[src/rtl/qrs_pkg.sv]
// Shared constants and types for the quadratic root solver.
package qrs_pkg;

   localparam int COEF_WIDTH = 32;
   localparam int FRAC_BITS  = 16;

   typedef enum logic [1:0] {
      STATUS_TWO      = 2'd0,
      STATUS_SINGLE   = 2'd1,
      STATUS_NEG_DISC = 2'd2,
      STATUS_DEGEN    = 2'd3
   } status_type;

   typedef struct packed {
      logic       valid;
      status_type status;
   } meta_type;

endpackage

[src/rtl/qrs_sqrt_cell.sv]
// One restoring square root cell: settles one root bit per transaction per cycle while en is high.
module qrs_sqrt_cell #(
   parameter int RW = qrs_pkg::COEF_WIDTH + qrs_pkg::FRAC_BITS + 1,
   parameter int PW = 1
) (
   input  logic                clock,
   input  logic                reset,
   input  logic                en,
   input  qrs_pkg::meta_type   up_meta,
   input  logic [PW-1:0]       up_pass,
   input  logic [2*RW-1:0]     up_rad,
   input  logic [RW+1:0]       up_rem,
   input  logic [RW-1:0]       up_root,
   output qrs_pkg::meta_type   down_meta,
   output logic [PW-1:0]       down_pass,
   output logic [2*RW-1:0]     down_rad,
   output logic [RW+1:0]       down_rem,
   output logic [RW-1:0]       down_root
);

   localparam int NW = 2 * RW;

   qrs_pkg::meta_type meta_ff;
   logic [PW-1:0]   pass_ff;
   logic [NW-1:0]   rad_ff, rad_in;
   logic [RW+1:0]   rem_ff, rem_in;
   logic [RW-1:0]   root_ff, root_in;
   logic [RW+3:0]   rem_sh, trial;
   logic            ge;

   // Bring down the next two radicand bits and try the root bit as one.
   assign rem_sh  = {up_rem, up_rad[NW-1:NW-2]};
   assign trial   = (RW + 4)'({up_root, 2'b01});
   assign ge      = (rem_sh >= trial);
   assign rem_in  = ge ? (RW + 2)'(rem_sh - trial) : rem_sh[RW+1:0];
   assign root_in = {up_root[RW-2:0], ge};
   assign rad_in  = up_rad << 2;

   always_ff @(posedge clock) begin
      if (reset) begin
         meta_ff <= '0;
      end else if (en) begin
         meta_ff <= up_meta;
      end
   end

   always_ff @(posedge clock) begin
      if (en) begin
         pass_ff <= up_pass;
         rad_ff  <= rad_in;
         rem_ff  <= rem_in;
         root_ff <= root_in;
      end
   end

   assign down_meta = meta_ff;
   assign down_pass = pass_ff;
   assign down_rad  = rad_ff;
   assign down_rem  = rem_ff;
   assign down_root = root_ff;

endmodule

[config.mk]
export PLATFORM = sky130hd
export DESIGN_NAME = qrs_sqrt_cell
export DESIGN_NICKNAME = d
export VERILOG_FILES = /design/src/rtl/qrs_pkg.sv /design/src/rtl/qrs_sqrt_cell.sv
export SDC_FILE = /design/constraint.sdc
export NUM_CORES = 1
export LEC_CHECK = 0
export ABC_AREA = 0
export CAP_MARGIN = 25
export CORE_AREA = 4 4 157 159
export DETAILED_ROUTE_END_ITERATION = 12
export DIE_AREA = 0 0 161 163
export DONT_BUFFER_PORTS = 1
export GPL_ROUTABILITY_DRIVEN = 0
export GPL_TIMING_DRIVEN = 0
export PLACE_DENSITY = 0.59
export SYNTH_ARGS = -nofsm -noshare
export SYNTH_HDL_FRONTEND = slang
export SYNTH_SLANG_ARGS = --single-unit
[constraint.sdc]
create_clock -name clock -period 4.5 [get_ports clock]
set_input_delay 0.675 -clock clock [delete_from_list [all_inputs] [get_ports clock]]
set_output_delay 0.675 -clock clock [all_outputs]
set_load 0.03 [all_outputs]
* After elaboration in Yosys (flattened, before gate mapping)
Cells that the tools add are included.
** Word-level totals
- Bits in registers :: 200
- Logic and storage cells :: 9
** Cells by class
- Mux-type cells :: 1
- Add/subtract/negate cells :: 1
- $lt $le $gt $ge :: 1
** Operator list (number)
- >= comparator 53 x 51 -> 1 bit :: 1
- two-way mux 51 bit :: 1
- subtractor 51 bit :: 1

* Depth between registers and ports, before layout
- Word-level depth :: 2
- Depth in mapped cells :: 13

* Worst setup path after synthesis
OpenSTA, ideal clock, no wires.
- Path type :: input-to-reg
- From :: in up_root[41]
- To :: reg rem_ff[10] (netlist: down_rem[10]) (data pin)
- Arrival :: 3.136 ns
- Stages on the path :: 12
- Path buffers :: 3
- Path slack :: 1.104 ns
- Cells stage by stage :: inv_1 ha_1 buf_4 and4_4 nand4_2 or2_0 or4_1 o31a_1 and2_1 buf_6 buf_6 mux2_4
** On the way
- Word-level cells in the longest chain between the ends :: 2
** Ends and longest elaborated chain
- start: declaration :: RTL line qrs_sqrt_cell.sv:13 : input logic [RW-1:0] up_root,
- >= comparator 53 x 51 -> 1 bit :: RTL line qrs_sqrt_cell.sv:34 : assign ge = (rem_sh >= trial);
- two-way mux 51 bit :: RTL line qrs_sqrt_cell.sv:35 : assign rem_in = ge ? (RW + 2)'(rem_sh - trial) : rem_sh[RW+1:0];
- net rem_in[10] :: RTL line qrs_sqrt_cell.sv:26 : logic [RW+1:0] rem_ff, rem_in;
- end signal: assignment :: RTL line qrs_sqrt_cell.sv:51 : rem_ff <= rem_in;
- end: declaration :: RTL line qrs_sqrt_cell.sv:26
The timed path passes the listed nets, and every way through them passes these cells.
A chain may end at the register's enable or synchronous reset.

* Worst setup path in the final report
- From :: in up_root[12]
- To :: reg rem_ff[49] (netlist: down_rem[49]) (data pin)
** On the way
- Word-level cells in the longest chain between the ends :: 2
- Elaborated cells on any way between the ends :: 3
- Those cells by class :: add/sub: 1; order compare: 1; mux: 1
** Ends and longest elaborated chain (RTL line)
- subtractor 51 bit or >= comparator 53 x 51 -> 1 bit (tied branches) :: qrs_sqrt_cell.sv:35, qrs_sqrt_cell.sv:34
- two-way mux 51 bit * :: qrs_sqrt_cell.sv:35
- net rem_in[49] :: qrs_sqrt_cell.sv:26
The timed path passes the listed nets; every way through them passes the cells marked *.

==> results.ini <==
[outcome]
status = finished clean

[floorplan]
ios = 407
core-area_um2 = 23300
die_y_um = 163
num_rows = 56
start_util_pct = 44.4
die_area_um2 = 26200
die_w_um = 161

[detailed_routing]
wl_um = 28600
dr.pass1.iters = 5
wl_per_cell_um = 24.4
num_vias = 6645
via_per_inst = 5.68
drt_iter0_drc = 473
ant_nets = 0
drc = 0

[finish]
drive_gt1_share_pct = 11.2
design_area_um2 = 11400
num-fill-cells = 2118
multi_input_area_um2 = 3950
register_area_um2 = 5980
finalNetCount = 1090
area_growth_pct = 10.0
instances_no_fill = 1170

[logic_synthesis]
synth_cells = 813
yosysWarnings = 0
synth.area.top_cells = edfxtp_1 57%, ha_1 6.2%, mux2_4 5.8%
yosysTopAreaCell = edfxtp_1
async_flop_share_pct = 0
synth_top_area_share_pct = 57.3
syn-cell-area_um2 = 10300
synth_edf_count = 197
ys_types = 66
synthFlopType = edfxtp_1
ys_seq_area_share_pct = 57.9
synth_seq_cells = 200
synth_area_per_cell_um2 = 12.7

[place]
place_area_um2 = 10700
dp_hpwl_um = 22400
buffer_ports.inserted = 0
dp.cells = 1134

[critical_path]
required_ns = 4.68
cp-endpoint = down_rem[49]
rr_endpoint = down_meta[2]
worstSetupStartpoint = up_root[12]
r2r_setup_slack_ns = 3.69
cp_max_fo = 10
worstSetupEndpointType = flip-flop
crit_path_start_kind = primary input
worstSetupPathType = in2reg
worst_r2r_path_depth = 2
regToRegStartpoint = down_meta[2]
crit_arrival_ns = 3.56

[global_route]
grt_antenna_before_repair = 5
grt_pass1_wl_um = 40600
track_usage_pct = 20.7
grt_pass1_vias = 6491
grt_max_degree = 201
overflow = 0

[power_and_ir_drop]
p_per_area_nw_per_um2 = 446
ir_worst_vdd_mv = 0.196
clkPwrFrac_pct = 31.0
p_int_uw = 3410
switchingPower_uw = 1660
total_power_uw = 5070
p_leak_uw = 0.00438
combPwrFrac_pct = 14.4
p_sw_share_pct = 32.7
pwr-share-seq_pct = 54.6

[worst_hold_path]
hold_path_class = in2reg

[sta]
finalCritPeriodShare_pct = 75.1
finClkSkew_ns = 0
fin_crit_ns = 3.38
setup_tns_ns = 0
tightest_slew_ns = 0.887
max_freq_mhz = 296
drv_slew = 0
finalHoldViolCount = 0
rsz0062_at_grt = false
final-setup-viol-count = 0
relSlewSlack_pct = 40.1

[clock_network]
worstSkewPairLatency_ns = 0.43
htreeDepth = 4
clkSinkCount = 200
clock-root-buffer = clkbuf_16
clock_path_buffers = 2
hold_buffers = 0
numCtsBuffers = 17
path_clk_slew_ns = 0.08
cts-resized-gates = 0
tritoncts = yes
post_cts_buffers = 0

[job]
max-cap-violations = 0

==> sequential cells by signal (all words and copies together) (netlist names) <==
name,count
down_rad,96
down_root,49
down_meta,3
down_pass,1
down_rem,51
==> layout by cell type (no fill, tap or decap), types with 6 or more instances in the layout <==
cell	count
o21ai_0	30
o211ai_1	9
clkbuf_1	16
a21oi_1	58
clkbuf_16	17
nor3_1	14
clkinv_8	6
a21o_1	21
nand2_1	42
xnor2_1	23
inv_1	62
buf_6	6
and2_1	10
ha_1	51
a211oi_1	8
xor2_1	18
o31ai_1	12
edfxtp_1	197
nand4_1	14
and3_1	6
o21bai_1	10
nor2_1	42
mux2_4	40
o21a_1	17
nand3_1	14
==> critical path: stages <==
cell       delay (ns)
inv_1            0.02
ha_1             0.34
a21oi_1          0.36
o21ai_1          0.16
a311o_1          0.43
o2bb2ai_1        0.23
nor2_1           0.13
o31a_1           0.31
and2_1           0.19
buf_6            0.16
buf_6            0.20
mux2_1           0.34
==> synth_stat cells (all sizes together), types with 2 or more instances <==
| cell | instances |
|---|---|
| a2111oi | 2 |
| a211o | 2 |
| a211oi | 8 |
| a21boi | 6 |
| a21o | 21 |
| a21oi | 58 |
| a2bb2oi | 2 |
| a31oi | 5 |
| and2 | 10 |
| and3 | 6 |
| and4 | 5 |
| buf | 10 |
| clkbuf | 16 |
| dfxtp | 3 |
| edfxtp | 197 |
| ha | 51 |
| inv | 64 |
| mux2 | 44 |
| mux2i | 5 |
| nand2 | 42 |
| nand2b | 3 |
| nand3 | 14 |
| nand4 | 15 |
| nor2 | 42 |
| nor2b | 5 |
| nor3 | 14 |
| nor4 | 5 |
| o2111ai | 3 |
| o211a | 3 |
| o211ai | 9 |
| o21a | 17 |
| o21ai | 33 |
| o21bai | 10 |
| o22ai | 2 |
| o311ai | 2 |
| o31a | 2 |
| o31ai | 12 |
| o41ai | 2 |
| or2 | 5 |
| or3 | 3 |
| xnor2 | 23 |
| xor2 | 18 |
==> area by class of cell <==
| class | instances | area share, % |
|---|---|---|
| multi-input cells | 524 | 34.8 |
| plain buffers | 26 | 1.39 |
| flip-flops and latches | 200 | 52.6 |
| well taps | 319 | 3.51 |
| inverters | 64 | 2.12 |
| clock inverters | 15 | 1.70 |
| clock buffers | 17 | 3.75 |
| diodes | 4 | 0.0881 |
| repair buffers | 1 | 0.0441 |
==> routing by layer <==
layer	wire (um)	track usage (%)	share of wire, %
met1	10700	23.4	38
met2	14900	36.5	52
met3	2420	7.80	8.5
met4	481	6.51	1.7
met5	0	0	0
==> kinds of logic after synthesis <==
logic type	Yosys count	share of synthesized area [%]
xor gates and xnor gates	41	3.48
other	1	0.0363
adders and majority gates	51	6.18
DFF	200	57.9
and+or+nand+nor	174	8.49
muxes	49	6.74
AOI/OAI and AO/OA	207	13.3
buffers and inverters	90	3.85
==> through the flow <==
step / hold WS (ns) / setup WS, ns / util, %
2_1_floorplan: 0.630 / 1.10 / -
3_3_place_gp: 0.654 / 0.501 / 46.1
3_5_place_dp: 0.665 / 0.654 / 46.1
4_1_cts: 0.277 / 1.11 / 48.8
5_1_grt: 0.280 / 0.907 / 48.8
6_report: 0.299 / 1.12 / 48.8
==> power groups by stage <==
stage,Clock [uW],Sequential (uW),Combinational [uW]
2_1_floorplan,0,2760,587
3_3_place_gp,0,2810,719
3_5_place_dp,0,2810,727
4_1_cts,1620,2770,732
5_1_grt,1710,2780,804
6_report,1570,2760,731
==> how the worst min path moves through the flow <==
stage / start / to / slack (ns) / cells after the start
after detailed placement: down_meta[0] / down_meta[0] / 0.67 / 2
final: reset / down_meta[1] / 0.30 / 1
after global placement: down_meta[2] / down_meta[2] / 0.65 / 2
after CTS: reset / down_meta[1] / 0.28 / 1
after floorplan: down_meta[0] / down_meta[0] / 0.63 / 2
after global routing: reset / down_meta[1] / 0.28 / 1
Note: power is estimated with default switching activity, not from simulation.
