**src/rtl/qrs_pkg.sv**
```systemverilog
// Shared constants and types for the quadratic root solver.
package qrs_pkg;

   localparam int COEF_WIDTH = 32;
   localparam int FRAC_BITS  = 16;

   typedef enum logic [1:0] {
      STATUS_TWO      = 2'd0,
      STATUS_SINGLE   = 2'd1,
      STATUS_NEG_DISC = 2'd2,
      STATUS_DEGEN    = 2'd3
   } status_type;

   typedef struct packed {
      logic       valid;
      status_type status;
   } meta_type;

endpackage

```
**src/rtl/qrs_div_cell.sv**
```systemverilog
// One restoring division cell for both root lanes: one quotient bit per cycle while en is high.
module qrs_div_cell #(
   parameter int NUMW = qrs_pkg::COEF_WIDTH + qrs_pkg::FRAC_BITS + 2,
   parameter int DENW = qrs_pkg::COEF_WIDTH + 1
) (
   input  logic                clock,
   input  logic                reset,
   input  logic                en,
   input  qrs_pkg::meta_type   up_meta,
   input  logic [1:0]          up_neg,
   input  logic [DENW-1:0]     up_den,
   input  logic [NUMW-1:0]     up_num1,
   input  logic [NUMW-1:0]     up_num2,
   input  logic [DENW-1:0]     up_rem1,
   input  logic [DENW-1:0]     up_rem2,
   input  logic [NUMW-1:0]     up_q1,
   input  logic [NUMW-1:0]     up_q2,
   output qrs_pkg::meta_type   down_meta,
   output logic [1:0]          down_neg,
   output logic [DENW-1:0]     down_den,
   output logic [NUMW-1:0]     down_num1,
   output logic [NUMW-1:0]     down_num2,
   output logic [DENW-1:0]     down_rem1,
   output logic [DENW-1:0]     down_rem2,
   output logic [NUMW-1:0]     down_q1,
   output logic [NUMW-1:0]     down_q2
);

   qrs_pkg::meta_type meta_ff;
   logic [1:0]      neg_ff;
   logic [DENW-1:0] den_ff;
   logic [NUMW-1:0] num1_ff, num2_ff, num1_in, num2_in;
   logic [DENW-1:0] rem1_ff, rem2_ff, rem1_in, rem2_in;
   logic [NUMW-1:0] q1_ff, q2_ff, q1_in, q2_in;

   // Returns {quotient bit, new remainder}.
   function automatic logic [DENW:0] div_step(input logic [DENW-1:0] rem,
                                              input logic             nbit,
                                              input logic [DENW-1:0] den);
      logic [DENW:0] sh;
      logic          ge;
      sh = {rem, nbit};
      ge = (sh >= {1'b0, den});
      return ge ? {1'b1, DENW'(sh - {1'b0, den})} : {1'b0, sh[DENW-1:0]};
   endfunction

   logic [DENW:0] st1, st2;

   assign st1     = div_step(up_rem1, up_num1[NUMW-1], up_den);
   assign st2     = div_step(up_rem2, up_num2[NUMW-1], up_den);
   assign rem1_in = st1[DENW-1:0];
   assign rem2_in = st2[DENW-1:0];
   assign q1_in   = {up_q1[NUMW-2:0], st1[DENW]};
   assign q2_in   = {up_q2[NUMW-2:0], st2[DENW]};
   assign num1_in = up_num1 << 1;
   assign num2_in = up_num2 << 1;

   always_ff @(posedge clock) begin
      if (reset) begin
         meta_ff <= '0;
      end else if (en) begin
         meta_ff <= up_meta;
      end
   end

   always_ff @(posedge clock) begin
      if (en) begin
         neg_ff  <= up_neg;
         den_ff  <= up_den;
         num1_ff <= num1_in;
         num2_ff <= num2_in;
         rem1_ff <= rem1_in;
         rem2_ff <= rem2_in;
         q1_ff   <= q1_in;
         q2_ff   <= q2_in;
      end
   end

   assign down_meta = meta_ff;
   assign down_neg  = neg_ff;
   assign down_den  = den_ff;
   assign down_num1 = num1_ff;
   assign down_num2 = num2_ff;
   assign down_rem1 = rem1_ff;
   assign down_rem2 = rem2_ff;
   assign down_q1   = q1_ff;
   assign down_q2   = q2_ff;

endmodule

```
**config.mk**
```make
export PLATFORM = sky130hd
export DESIGN_NAME = qrs_div_cell
export DESIGN_NICKNAME = d
export VERILOG_FILES = /design/src/rtl/qrs_pkg.sv /design/src/rtl/qrs_div_cell.sv
export SDC_FILE = /design/constraint.sdc
export NUM_CORES = 1
export LEC_CHECK = 0
export BUFFER_PORTS_ARGS = -buffer_cell sky130_fd_sc_hd__buf_2
export CAP_MARGIN = 30
export CORE_MARGIN = 2
export CORE_UTILIZATION = 25
export DETAILED_ROUTE_END_ITERATION = 16
export PLACE_DENSITY = 0.5
export SETUP_SLACK_MARGIN = 0.02
export SKIP_CTS_REPAIR_TIMING = 1
export SLEW_MARGIN = 20
export SYNTH_ARGS = -nofsm -noshare
export SYNTH_HDL_FRONTEND = slang
export SYNTH_SLANG_ARGS = --single-unit
```
**constraint.sdc**
```tcl
create_clock -name clock -period 3.1 [get_ports clock]
set_input_delay 0.31 -clock clock [delete_from_list [all_inputs] [get_ports clock]]
set_output_delay 0.31 -clock clock [all_outputs]
set_load 0.005 [all_outputs]
```
**Word-level counts from Yosys, hierarchy flattened**

Index checks and enable logic that the tools add are counted.

- Register bits: 302
- Input bits: 307
- Output and inout port bits: 304

- Add/subtract/negate cells: 2
- Order comparisons: 2
- Mux-type cells: 2

Operators with widths:

| cell | number |
|---|---|
| $ge 34x33->1 | 2 |
| $mux 34 | 2 |
| $sub 33x33->33 | 2 |

**Depth between registers and ports, before layout**

- Word-level depth: 2
- Mapped depth: 15
- Depth with buffers taken out: 13

**Worst setup path before layout**

OpenSTA, ideal clock, no wires.

- Path kind: input -> register
- Start: in up_num2[49]
- End: reg rem2_ff[26], in the netlist down_rem2[26] (data pin)
- Library setup time: 0.260 ns
- Data arrival time: 2.986 ns
- Required time: 2.840 ns
- Setup slack: -0.146 ns
- Stages on the path: 15
- Buffers on the path: 2
- Path through: inv_1 -> ha_1 -> inv_1 -> fa_1 -> a21o_1 -> a221o_1 -> a22oi_2 -> a31oi_1 -> o21a_2 -> o21ai_4 -> o21ai_2 -> a41o_1 -> buf_6 -> buf_8 -> mux2_4

- Word-level cells in the longest chain between the ends: 2

RTL lines:

| item | line | text |
|---|---|---|
| start: declaration | qrs_div_cell.sv:13 | `input logic [NUMW-1:0] up_num2,` |
| $sub 33x33->33 / $ge 34x33->1 (equally long branches) | qrs_div_cell.sv:44, qrs_div_cell.sv:43 |  |
| $mux 34 * | qrs_div_cell.sv:44 | `return ge ? {1'b1, DENW'(sh - {1'b0, den})} : {1'b0, sh[DENW-1:0]};` |
| net st2[26] | qrs_div_cell.sv:47 | `logic [DENW:0] st1, st2;` |
| end signal: assignment | qrs_div_cell.sv:73 | `rem2_ff <= rem2_in;` |
| end: declaration | qrs_div_cell.sv:33 | `logic [DENW-1:0] rem1_ff, rem2_ff, rem1_in, rem2_in;` |

Mark *: on every way through the listed nets, which the timed path passes. The rest lies on a longest branch.
A chain may end at the register's enable or synchronous reset.

**Worst setup path in the final report**

- Start: in up_den[31]
- End: reg rem1_ff[29], in the netlist down_rem1[29] (data pin)

- Word-level cells in the longest chain between the ends: 2

RTL lines:

| item | line | text |
|---|---|---|
| start: declaration | qrs_div_cell.sv:11 | `input logic [DENW-1:0] up_den,` |
| $ge 34x33->1 | qrs_div_cell.sv:43 | `ge = (sh >= {1'b0, den});` |
| $mux 34 | qrs_div_cell.sv:44 |  |
| net st1[29] | qrs_div_cell.sv:47 |  |
| end signal: assignment | qrs_div_cell.sv:72 | `rem1_ff <= rem1_in;` |
| end: declaration | qrs_div_cell.sv:33 |  |

The timed path passes the listed nets, and every way through them passes these cells.

==> key figures <==
Setup path
  • CP Max Fanout: 18
  • Critical path type: input pin to register
  • R2r setup slk: between 2 and 2.5 ns
  • Worst Setup Start Kind: input pin
  • Critical path arrival: about 3.2 ns
  • Critical Path End Type: register
  • WP data required: about 3.4 ns

Drt
  • Post-Route WL: 59500 um
  • Drt via density: about 4.5
  • Post-DRT Antenna Nets: 0
  • TritonRoute pass-1 iters: 5
  • Wirelength per Cell: 22.6 um
  • DR vias: ~12000
  • # DRC: 0
  • DR iter-0 viols: about 700

STA
  • Rel. slew slack: 64.2%
  • Clock skew after layout: 0 ns
  • Number of endpoints failing setup at the final stage: 0
  • Final min period: 2.93 ns
  • Final period util: approximately 95%
  • Fin. Hold Viols: 0
  • Hold WS: ~0.019 ns
  • Setup slack after layout: roughly 0.17 ns
  • Final setup TNS: 0 ns
  • RSZ-0062 raised after global routing: no
  • Fin. max-slew vios: 0
  • Worst-Margin Slew: 0.537 ns
  • Fmax: ~340 MHz

Global route
  • Largest net degree at the start of global routing: 66
  • GRT Overall Usage: around a fifth
  • First-pass GRT wire length: roughly 80000 um
  • Total global routing overflow: 0
  • Number of antenna violations at the first check in global routing: 22
  • Vias in the first global route: about 11000

Synth
  • Avg Synthesized Cell Area: between 10 and 15 um^2
  • Post-synthesis register bit count: roughly 300
  • Synth warn: 0
  • Synth area leaders: edfxtp_1, ha_1, mux2_4
  • Post-synthesis sequential area ratio: between 60% and 70%
  • Distinct cells, synth: 67
  • Main synth FF type: edfxtp_1
  • Synth cell count leaders: edfxtp_1, nand2_1, ha_1, a21oi_1, o21ai_0
  • Mapped Cells: 926
  • Post-Syn Area: 13500 um^2
  • Most common cell in the netlist: edfxtp_1
  • Post-synth top area cell: edfxtp_1
  • Post-synth EDFFs: between 200 and 300
  • Post-synth ARST share: 0%
  • Area share of the largest cell type after synthesis: between 60% and 70%

Floorplanning
  • Die Y: 236 um
  • Row count: 85
  • Initial Utilization: between 20% and 30%
  • Die W: 236 um
  • Die Area: ~56000 um^2
  • # IOs: 611
  • Core Area: around 54000 um^2

Power
  • Static Leak: 0.00965 uW
  • VDD IR max: approximately 0.33 mV
  • P per Cell Area: 541 nW/um^2

Final layout
  • Layout cells sized above 1: ~43%
  • Fin nets: roughly 2300
  • # fillers: between 5000 and 6000
  • Utilization after layout: around two fifths
  • Area Overhead vs Synth: 61.5%

Clocking
  • Num CTS Buffers: 38
  • Clk Tree Root Cell: clkbuf_16
  • Clk sinks: a little over 300
  • Worst-Skew Late Latency: approximately 0.54 ns
  • Reg clk slew, reported paths: approximately 0.06 ns
  • CTS tree: yes
  • CTS Buffer Depth: 3
  • Htree depth: 2

Placed design
  • Final GP Congestion: about 0.90
  • Post-DP HPWL: between 40000 and 50000 um
  • Port-buffer cells: 606
  • Pre-CTS WS: -0.370 ns

Worst hold path
  • Hold WC Path Type: input pin to register

Outcome
  • Outcome: completed

Job
  • Max cap viols: 0
## report_power, final
part	switching, uW	total [uW]	internal, uW
clock network	1710	4270	2560
registers	128	5090	4970
logic	1190	2420	1230
total	3030	11800	8750
## cell type report
cell class | instances | area (um^2) | area share, %
antenna | 5 | 12.5 | 0.0575
clock buffer | 52 | 1020 | 4.71
sequential | 302 | 9040 | 41.5
multi-input combinational | 553 | 4140 | 19.0
tap | 696 | 871 | 4.00
clock inverter | 13 | 146 | 0.672
inverter | 50 | 200 | 0.919
timing repair buffer | 962 | 6350 | 29.1
## worst max-delay path, cell delays in order
cell and delay, ns:
dlygate4sd3_1 0.52, buf_2 0.11, inv_1 0.09, ha_1 0.31, nand3b_1 0.10, or4_1 0.48
nor4_1 0.34, buf_4 0.16, nor4_1 0.04, o21ai_0 0.14, a21oi_4 0.09, buf_12 0.17
buf_4 0.16, a22o_1 0.22
## cell families after synthesis
group,after synthesis,synth area share (%)
AO/OA/AOI/OAI,218,10.4
XOR/XNOR,54,3.51
adder cells (fa/ha/maj),68,6.42
buffers and inverters,72,2.47
flip-flops,302,67.0
multiplexers,39,3.95
other,1,0.0278
AND/OR/NAND/NOR,172,6.17
## flip-flops by register name (all words and copies together), names as in the netlist, 3 cells and up
register	count
down_rem1	33
down_den	33
down_meta	3
down_num2	49
down_q2	50
down_rem2	33
down_num1	49
down_q1	50
## metrics by stage
stage	total power, uW	cell area [um^2]	std cells
after floorplan	6060	13500	927
after global placement	7340	18400	2341
after detailed placement	7360	18400	2341
after CTS	11700	19500	2406
after global routing	12300	21800	2630
final	11800	21800	2633
## cell usage in the layout (no fill, tap or decap), drive strengths merged, types with 4 or more instances in the layout
cell and instances:
a311oi 4, nand4 12, edfxtp 299, nor2b 7, o31ai 9, a211oi 5, buf 740, nor2 23
a21oi 58, nand2b 6, clkinv 7, nor3 14, clkbuf 52, inv 52, or2 4, ha 66
nor4 4, o211ai 5, and3 8, a31oi 8, mux2i 6, nand2 68, o21bai 6, o21a 6
xor2 25, dlygate4sd3 222, xnor2 29, nand3 14, a21o 35, mux2 33, o21ai 58, diode 5
## path summary, 6_finish.rpt
kind / start / end / cells after the start
worst min register to register: down_meta[1]$_SDFFE_PP0P_ / down_meta[1]$_SDFFE_PP0P_ / 2
worst min-delay path: up_meta[1] / down_meta[1]$_SDFFE_PP0P_ / 3
worst max-delay path: up_den[31] / down_rem1[29]$_DFFE_PP_ / 14
worst max register to register: down_meta[2]$_SDFFE_PP0P_ / down_meta[2]$_SDFFE_PP0P_ / 2
## layer usage
metal	track usage, %	vias to the layer above	wire, um	share of wire (%)
met3	5.87	104	4570	7.7
met4	5.45	6	1270	2.1
met2	37.1	484	31400	53
met5	0	-	41	0.069
li1	-	5512	-	-
met1	22.8	5722	22200	37
(Power assumes the default switching activity.)
