==> config.mk <==
export PLATFORM = sky130hd
export DESIGN_NAME = qrs_disc
export DESIGN_NICKNAME = d
export VERILOG_FILES = /design/src/rtl/qrs_pkg.sv /design/src/rtl/qrs_disc.sv
export SDC_FILE = /design/constraint.sdc
export NUM_CORES = 2
export LEC_CHECK = 0
export ABC_AREA = 1
export BUFFER_PORTS_ARGS = -buffer_cell sky130_fd_sc_hd__buf_2
export CAP_MARGIN = 20
export CORE_MARGIN = 10
export CORE_UTILIZATION = 55
export CTS_BUF_LIST = sky130_fd_sc_hd__clkbuf_4 sky130_fd_sc_hd__clkbuf_8
export DETAILED_ROUTE_END_ITERATION = 16
export PLACE_DENSITY = 0.8
export SETUP_SLACK_MARGIN = 0.02
export SKIP_LAST_GASP = 1
export SLEW_MARGIN = 5
export SYNTH_ARGS = -nofsm -noshare
export SYNTH_HDL_FRONTEND = slang
export SYNTH_SLANG_ARGS = --single-unit
==> constraint.sdc <==
create_clock -name clock -period 7.7 [get_ports clock]
set_input_delay 0.385 -clock clock [delete_from_list [all_inputs] [get_ports clock]]
set_output_delay 0.385 -clock clock [all_outputs]
set_load 0.02 [all_outputs]
==> src/rtl/qrs_pkg.sv <==
// Shared constants and types for the quadratic root solver.
package qrs_pkg;

   localparam int COEF_WIDTH = 32;
   localparam int FRAC_BITS  = 16;

   typedef enum logic [1:0] {
      STATUS_TWO      = 2'd0,
      STATUS_SINGLE   = 2'd1,
      STATUS_NEG_DISC = 2'd2,
      STATUS_DEGEN    = 2'd3
   } status_type;

   typedef struct packed {
      logic       valid;
      status_type status;
   } meta_type;

endpackage

==> src/rtl/qrs_disc.sv <==
// Front end: coefficient magnitudes, split products, discriminant and case selection.
module qrs_disc #(
   parameter int W = qrs_pkg::COEF_WIDTH,
   parameter int F = qrs_pkg::FRAC_BITS
) (
   input  logic                        clock,
   input  logic                        reset,
   input  logic                        en,
   input  logic                        up_valid,
   input  logic signed [W-1:0]         up_a,
   input  logic signed [W-1:0]         up_b,
   input  logic signed [W-1:0]         up_c,
   output qrs_pkg::meta_type           down_meta,
   output logic [2*W:0]                down_dmag,
   output logic signed [W+F:0]         down_base,
   output logic [W:0]                  down_den,
   output logic                        down_den_neg
);

   localparam int H  = (W + 1) / 2;
   localparam int HW = W - H;
   localparam int DW = 2 * W + 1;
   localparam int BW = W + F + 1;
   localparam int PW = 2 * W;

   logic [W-1:0] mag_a, mag_b, mag_c;
   logic         linear;
   logic signed [BW-1:0] sel_ext;
   logic signed [BW-1:0] base_in;
   logic [W:0]           den_in;

   // Stage 1 registers
   logic              v1_ff;
   logic [2*H-1:0]    bb_ll_ff, ac_ll_ff;
   logic [W-1:0]      bb_lh_ff, ac_lh_ff, ac_hl_ff;
   logic [2*HW-1:0]   bb_hh_ff, ac_hh_ff;
   logic              ac_neg1_ff, a_zero1_ff, b_zero1_ff;
   logic signed [BW-1:0] base1_ff;
   logic [W:0]        den1_ff;
   logic              den_neg1_ff;

   // Stage 2 registers
   logic              v2_ff;
   logic [PW-1:0]     bb_ff, ac_ff;
   logic              ac_neg2_ff, a_zero2_ff, b_zero2_ff;
   logic signed [BW-1:0] base2_ff;
   logic [W:0]        den2_ff;
   logic              den_neg2_ff;

   logic [PW-1:0]     bb_in, ac_in;

   // Stage 3 registers
   qrs_pkg::meta_type meta3_ff;
   logic [DW-1:0]     dmag3_ff;
   logic signed [BW-1:0] base3_ff;
   logic [W:0]        den3_ff;
   logic              den_neg3_ff;

   logic [DW:0]       four_ac;
   logic [DW:0]       d_val;
   logic [DW-1:0]     dmag_in;
   qrs_pkg::status_type status_in;

   assign mag_a = up_a[W-1] ? $unsigned(-up_a) : $unsigned(up_a);
   assign mag_b = up_b[W-1] ? $unsigned(-up_b) : $unsigned(up_b);
   assign mag_c = up_c[W-1] ? $unsigned(-up_c) : $unsigned(up_c);

   // With a zero the block solves the linear case -c/b.
   assign linear  = (up_a == '0);
   assign sel_ext = linear ? BW'(up_c) : BW'(up_b);
   assign base_in = -(sel_ext <<< F);
   assign den_in  = linear ? {1'b0, mag_b} : {mag_a, 1'b0};

   always_ff @(posedge clock) begin
      if (reset) begin
         v1_ff <= 1'b0;
         v2_ff <= 1'b0;
         meta3_ff <= '0;
      end else if (en) begin
         v1_ff <= up_valid;
         v2_ff <= v1_ff;
         meta3_ff.valid <= v2_ff;
         meta3_ff.status <= status_in;
      end
   end

   always_ff @(posedge clock) begin
      if (en) begin
         bb_ll_ff    <= mag_b[H-1:0] * mag_b[H-1:0];
         bb_lh_ff    <= mag_b[H-1:0] * mag_b[W-1:H];
         bb_hh_ff    <= mag_b[W-1:H] * mag_b[W-1:H];
         ac_ll_ff    <= mag_a[H-1:0] * mag_c[H-1:0];
         ac_lh_ff    <= mag_a[H-1:0] * mag_c[W-1:H];
         ac_hl_ff    <= mag_a[W-1:H] * mag_c[H-1:0];
         ac_hh_ff    <= mag_a[W-1:H] * mag_c[W-1:H];
         ac_neg1_ff  <= up_a[W-1] ^ up_c[W-1];
         a_zero1_ff  <= linear;
         b_zero1_ff  <= (up_b == '0);
         base1_ff    <= base_in;
         den1_ff     <= den_in;
         den_neg1_ff <= linear ? up_b[W-1] : up_a[W-1];

         bb_ff       <= bb_in;
         ac_ff       <= ac_in;
         ac_neg2_ff  <= ac_neg1_ff;
         a_zero2_ff  <= a_zero1_ff;
         b_zero2_ff  <= b_zero1_ff;
         base2_ff    <= base1_ff;
         den2_ff     <= den1_ff;
         den_neg2_ff <= den_neg1_ff;

         dmag3_ff    <= dmag_in;
         base3_ff    <= base2_ff;
         den3_ff     <= den2_ff;
         den_neg3_ff <= den_neg2_ff;
      end
   end

   assign bb_in = (PW'(bb_hh_ff) << (2 * H)) + (PW'(bb_lh_ff) << (H + 1)) + PW'(bb_ll_ff);
   assign ac_in = (PW'(ac_hh_ff) << (2 * H)) + ((PW'(ac_lh_ff) + PW'(ac_hl_ff)) << H)
                  + PW'(ac_ll_ff);

   assign four_ac = (DW + 1)'(ac_ff) << 2;
   assign d_val   = ac_neg2_ff ? ((DW + 1)'(bb_ff) + four_ac) : ((DW + 1)'(bb_ff) - four_ac);
   assign dmag_in = d_val[DW] ? '0 : d_val[DW-1:0];

   always_comb begin
      if (d_val[DW]) begin
         status_in = qrs_pkg::STATUS_NEG_DISC;
      end else if (a_zero2_ff && b_zero2_ff) begin
         status_in = qrs_pkg::STATUS_DEGEN;
      end else if (a_zero2_ff || (d_val == '0)) begin
         status_in = qrs_pkg::STATUS_SINGLE;
      end else begin
         status_in = qrs_pkg::STATUS_TWO;
      end
   end

   assign down_meta    = meta3_ff;
   assign down_dmag    = dmag3_ff;
   assign down_base    = base3_ff;
   assign down_den     = den3_ff;
   assign down_den_neg = den_neg3_ff;

endmodule

== Yosys cells after proc, flatten, opt, wreduce, memory -nomap -nowiden ==
Index checks and enable logic that the tools add are counted.

* $add $sub $neg: 11
* Multipliers: 7
* Multiplexer cells: 10
* Bitwise logic cells: 1
* Reduce and logical (&&, ||, !) cells: 5

{| class="wikitable"
|+ Operators with widths
! cell !! count
|-
| $mul 16x16->32 || 7
|-
| $add 64x32->64 || 2
|-
| $add 64x49->64 || 2
|-
| $mux 32 || 4
|-
| $neg 32->32 || 3
|-
| $add 64x66->66 || 1
|-
| $logic_not 66->1 || 1
|-
| $mux 66 || 1
|-
| $sub 64x66->66 || 1
|-
| $logic_not 32->1 || 2
|-
| $neg 49->49 || 1
|-
| $add 32x32->33 || 1
|-
| $mux 33 || 1
|-
| $mux 2 || 2
|-
| $mux 1 || 2
|-
| $logic_and 1x1->1 || 1
|-
| $logic_or 1x1->1 || 1
|-
| $xor 1x1->1 || 1
|}

* Register bits: 677
* Input port bits: 100
* Output and inout port bits: 151
* Word-level logic and storage cells: 65

== Longest topological paths before layout ==
* Word-level depth: 7
* Depth in mapped cells: 43
* Gate-level depth less buffers: 40

== Least setup slack after synthesis ==
OpenSTA, ideal clock, no wires.

* Path type: input to register
* From: in up_c[0]
* To: reg ac_lh_ff[29] (data pin)
* Library setup time: 252 ps
* Arrival: 7717 ps
* Required time: 7448 ps
* Setup slack: -270 ps
* Stages: 38
* Path buffers: 4
* Path through: clkbuf_1 inv_1 clkbuf_1 ha_1 inv_1 nor3_1 inv_1 nor2_1 nand2_1 inv_1 nand3_1 o31ai_1 xor2_1 buf_2 buf_2 nor2_1 fa_1 inv_1 (+2 left out) inv_1 ha_1 fa_1 inv_1 fa_1 inv_1 ha_1 a21oi_1 a21boi_0 o21ai_0 a21boi_0 o21bai_1 a21oi_1 o21ai_0 nand2_1 nand2_1 nand2_1 nand2_1

* Cells in the longest elaborated chain, start to end: 3

{| class="wikitable"
|+ RTL lines
! element !! line !! RTL
|-
| from (decl) || qrs_disc.sv:12 || <nowiki>input logic signed [W-1:0] up_c,</nowiki>
|-
| $neg 32->32 || qrs_disc.sv:66 || <nowiki>assign mag_c = up_c[W-1] ? $unsigned(-up_c) : $unsigned(up_c);</nowiki>
|-
| $mux 32 || qrs_disc.sv:66 ||
|-
| $mul 16x16->32 || qrs_disc.sv:93 || <nowiki>ac_lh_ff <= mag_a[H-1:0] * mag_c[W-1:H];</nowiki>
|-
| to (signal assigned) || qrs_disc.sv:93 ||
|-
| to (decl) || qrs_disc.sv:35 || <nowiki>logic [W-1:0] bb_lh_ff, ac_lh_ff, ac_hl_ff;</nowiki>
|}

Every way passes these cells.
A chain may end at the register's enable or synchronous reset.

== Final worst setup path ==
* From: in up_b[0]
* To: reg bb_ll_ff[29] (data pin)

* Cells in the longest elaborated chain, start to end: 3

{| class="wikitable"
|+ RTL lines
! element !! line !! RTL
|-
| from (decl) || qrs_disc.sv:11 || <nowiki>input logic signed [W-1:0] up_b,</nowiki>
|-
| $neg 32->32 || qrs_disc.sv:65 || <nowiki>assign mag_b = up_b[W-1] ? $unsigned(-up_b) : $unsigned(up_b);</nowiki>
|-
| $mux 32 * || qrs_disc.sv:65 ||
|-
| $mul 16x16->32 * || qrs_disc.sv:89 || <nowiki>bb_ll_ff <= mag_b[H-1:0] * mag_b[H-1:0];</nowiki>
|-
| to (signal assigned) || qrs_disc.sv:89 ||
|-
| to (decl) || qrs_disc.sv:34 || <nowiki>logic [2*H-1:0] bb_ll_ff, ac_ll_ff;</nowiki>
|}

Every way passes the cells marked *; elsewhere a longest branch is shown, timed or not.

==> results.md <==
- Aggregate routed wire length: around 310,000 um
- Share of post-route cells with drive strength above 1: 0.0939
- Height of the die: 428 um
- Synth async-reset ratio: 0
- Post-Synthesis Mean Instance Area: 8.39 um2
- F_max: roughly 0.14 GHz
- Core Region: 165,000 um2
- Die extent in x: approximately 430 um
- Synth Cell Area: about 90,000 um2
- Top-count cell post-synth: sky130_fd_sc_hd__inv_1
- Status: complete, no violations
- TritonCTS clock tree: built
- Hold path depth: 3
- Final setup fails: 0
- Number of pins exceeding their max-slew limit in the final report: 0
- Top flip-flop cell by instance count after synthesis: sky130_fd_sc_hd__edfxtp_1
- Startpoint of the worst register-to-register path: ac_ff[0]$_DFFE_PP_
- Count of warnings emitted by yosys: 0
- Vias per Instance: 5.59
- Setup slack of the worst register-to-register path: 1.40 ns
- Number of hold violations in the final report: 0
- Average wire length per cell after detail routing: roughly 23 um
- Number of flops mapped to enable cells by yosys: 620
- Remaining number of nets flagged by the antenna check after routing: 0
- Via count of the first global-routing pass: 80,100
- Final core occ: 0.615
- Row count: 149
- Starting utilization of the core area: 0.554
- Top Family by Delay on Critical Path: adder cells
- Maximum count of clock buffers along a single path: 3
- Hold Crit Endpoint: base1_ff[25]$_DFFE_PP_
- Global-route wire length before repair: 478,000 um
- Req. time, crit path: slightly above 8 ns
- Initial antenna violation count: 32
- Sum of negative setup slack: 0 ns
- Most common cell type on the critical path: sky130_fd_sc_hd__inv_1
- Register bit count reported by yosys: roughly 630
- Pin count of the biggest net entering global routing: 141
- Violation count after the first detailed-routing iteration: 7,863
- Sort of element at the end of the critical path: flop
- Boundary Pins: 251
- Path category of the worst min-delay check: input pin to flop
- Sort of element at the start of the critical path: input pin
- Clock transition time at the flip-flop clock pins of the worst setup and hold paths: 0.06 ns
- Part of the Yosys area used for sequential elements: 0.205
- Leading post-synthesis cells by instance count: 2,405 x sky130_fd_sc_hd__inv_1, 2,239 x sky130_fd_sc_hd__nand2_1, 1,300 x sky130_fd_sc_hd__fa_1
- Area growth from synthesis to final layout: 11.0%
- Startpoint of the lowest-slack hold path: up_b[9]
- Arrival time of data at the critical path endpoint: 8.00 ns
- Worst clock skew: 0.0928 ns
- Number of cells on the worst reg-to-reg path: 29
- Total global routing track utilization: 0.341
- Top post-synthesis cells by area: sky130_fd_sc_hd__fa_1 28%, sky130_fd_sc_hd__edfxtp_1 20%, sky130_fd_sc_hd__ha_1 12%
- Cell chosen for the clock root: sky130_fd_sc_hd__clkbuf_8
- Total vias in the final route: 77,400
- Detailed placer's ending HPWL: ~260,000 um
- Final Critical Period: 7.39 ns
- Slowest CP cell: sky130_fd_sc_hd__fa_1
- Max-cap viol count: 0
- Syn Inst Count: 10,900
- Endpoint of the worst-slack reg-to-reg timing path: down_dmag[22]$_SDFFCE_PP0P_
- Level count of the clock H-tree: 3
- Number of remaining DRC errors: 0
- Largest fanout on the critical path: 12
- Period utilization: 0.960
- Inserted Clock Buffers: between 100 and 150
- Drt first pass iters: 8
- Least-Margin Pin Slew: 1.09 ns
- Total Nets Final: about 14,000
- Clock sink total: 625
- Clk_lat worst skew: 0.95 ns
- Slowest stage delay, CP: around 0.6 ns
- Global placement routability congestion: 1.06
- Post-synthesis cell type with the largest combined area: sky130_fd_sc_hd__fa_1
- Yosys top cell area share: 0.285
- Number of distinct library cell variants in the gate-level netlist after synthesis: 63
- Worst-case headroom to the max-slew limit: 0.267
- Hold_ws: 0.0831 ns
- GRT overflow: 0
- Bufs and invs on worst path: 11
- Die area: around 180,000 um2
- Setup CP Type: input pin to flop
- IO buf count: 233
-- through the flow --
step | std cells | cell area [um2] | setup WS (ns)
CTS | 13800 | 101000 | 0.373
floorplan | 10900 | 91600 | 0.0464
global route | 13800 | 101000 | -0.00631
global placement | 13600 | 99000 | -0.0306
finish | 13900 | 102000 | 0.307
detailed placement | 13600 | 99100 | -0.164
-- worst reg2reg max path: cells and delay by family, from the launching register on --
kind                       cells  cell delay (ns)
xor gates and xnor gates       2             0.49
DFF                            1             0.55
buffers and inverters          3             0.80
and+or+nand+nor               21             3.42
AOI/OAI and AO/OA              2             0.40
adders and majority gates      1             0.30
-- cell usage in the layout, fill, tap and decap left out, types with 41 or more instances in the layout --
cell type                  netlist  layout
sky130_fd_sc_hd__clkinv_1       18      41
sky130_fd_sc_hd__fa_1         1300    1300
sky130_fd_sc_hd__o21ai_0       268     260
sky130_fd_sc_hd__edfxtp_1      620     620
sky130_fd_sc_hd__buf_12          0      41
sky130_fd_sc_hd__xor2_1        307     300
sky130_fd_sc_hd__nor3_1         80      78
sky130_fd_sc_hd__a31oi_1        55      54
sky130_fd_sc_hd__nor2_1       1196    1191
sky130_fd_sc_hd__xnor2_1       151     151
sky130_fd_sc_hd__ha_1          876     876
sky130_fd_sc_hd__inv_1        2405    2405
sky130_fd_sc_hd__nand3_1       230     230
sky130_fd_sc_hd__buf_4          19     527
sky130_fd_sc_hd__a21oi_1       453     449
sky130_fd_sc_hd__clkbuf_8        0     108
sky130_fd_sc_hd__buf_2          43     232
sky130_fd_sc_hd__nand2_1      2239    2238
sky130_fd_sc_hd__nand4_1        71      71
-- state kept, by name (all words and copies together) (netlist names), 32 cells and up --
signal	cells
down_base	33
down_den	33
base2_ff	33
ac_hl_ff	32
ac_hh_ff	32
ac_lh_ff	32
den1_ff	33
base1_ff	33
ac_ff	64
down_dmag	64
den2_ff	33
bb_lh_ff	32
bb_ff	63
ac_ll_ff	32
-- metal layers --
layer,share of wire,track usage
met5,0.00089,0.00468
met4,0.072,0.198
met3,0.12,0.110
met2,0.42,0.510
met1,0.38,0.432
-- cells by family (layout without fill, tap and decap cells) --
group,Yosys count,count (layout),synth area share
muxes,1,1,0.000109
and+or+nand+nor,3961,3961,0.176
other,2,55,0.0000821
xor gates and xnor gates,459,459,0.0440
AOI/OAI and AO/OA,940,940,0.0567
buffers and inverters,2743,3445,0.115
DFF,625,625,0.205
adders and majority gates,2176,2176,0.404
-- timing repair --
| action | in CTS | in global routing |
|---|---|---|
| resized for setup | 0 | 18 |
| hold endpoints to repair | 14 | 0 |
| buffers inserted | 0 | 2 |
| endpoints found under the setup margin | 0 | 18 |
| hold buffers | 6 | 0 |
-- worst max path at each step --
stage / startpoint / to / slack [ns] / depth (start not counted)
6_report: up_b[0] / bb_ll_ff[29]$_DFFE_PP_ / 0.31 / 32
5_1_grt: up_b[0] / bb_hh_ff[23]$_DFFE_PP_ / -0.006 / 37
4_1_cts: up_b[0] / bb_hh_ff[28]$_DFFE_PP_ / 0.37 / 38
3_5_place_dp: up_c[2] / ac_lh_ff[29]$_DFFE_PP_ / -0.16 / 36
3_3_place_gp: up_c[0] / ac_lh_ff[29]$_DFFE_PP_ / -0.03 / 39
2_1_floorplan: up_c[0] / ac_lh_ff[29]$_DFFE_PP_ / 0.05 / 36
-- final cells by class --
| class | count | area (um2) |
|---|---|---|
| antenna | 19 | 47.5 |
| clock buffer | 130 | 1650 |
| clock inverter | 64 | 618 |
| fill | 14200 | 63700 |
| inverter | 2442 | 9180 |
| multi-input combinational | 7573 | 62500 |
| sequential | 625 | 18700 |
| tap | 2189 | 2740 |
| timing repair buffer | 809 | 6040 |
Power is not shown: default switching activity piles up to over one toggle a cycle in this logic, so the estimate is an artifact.
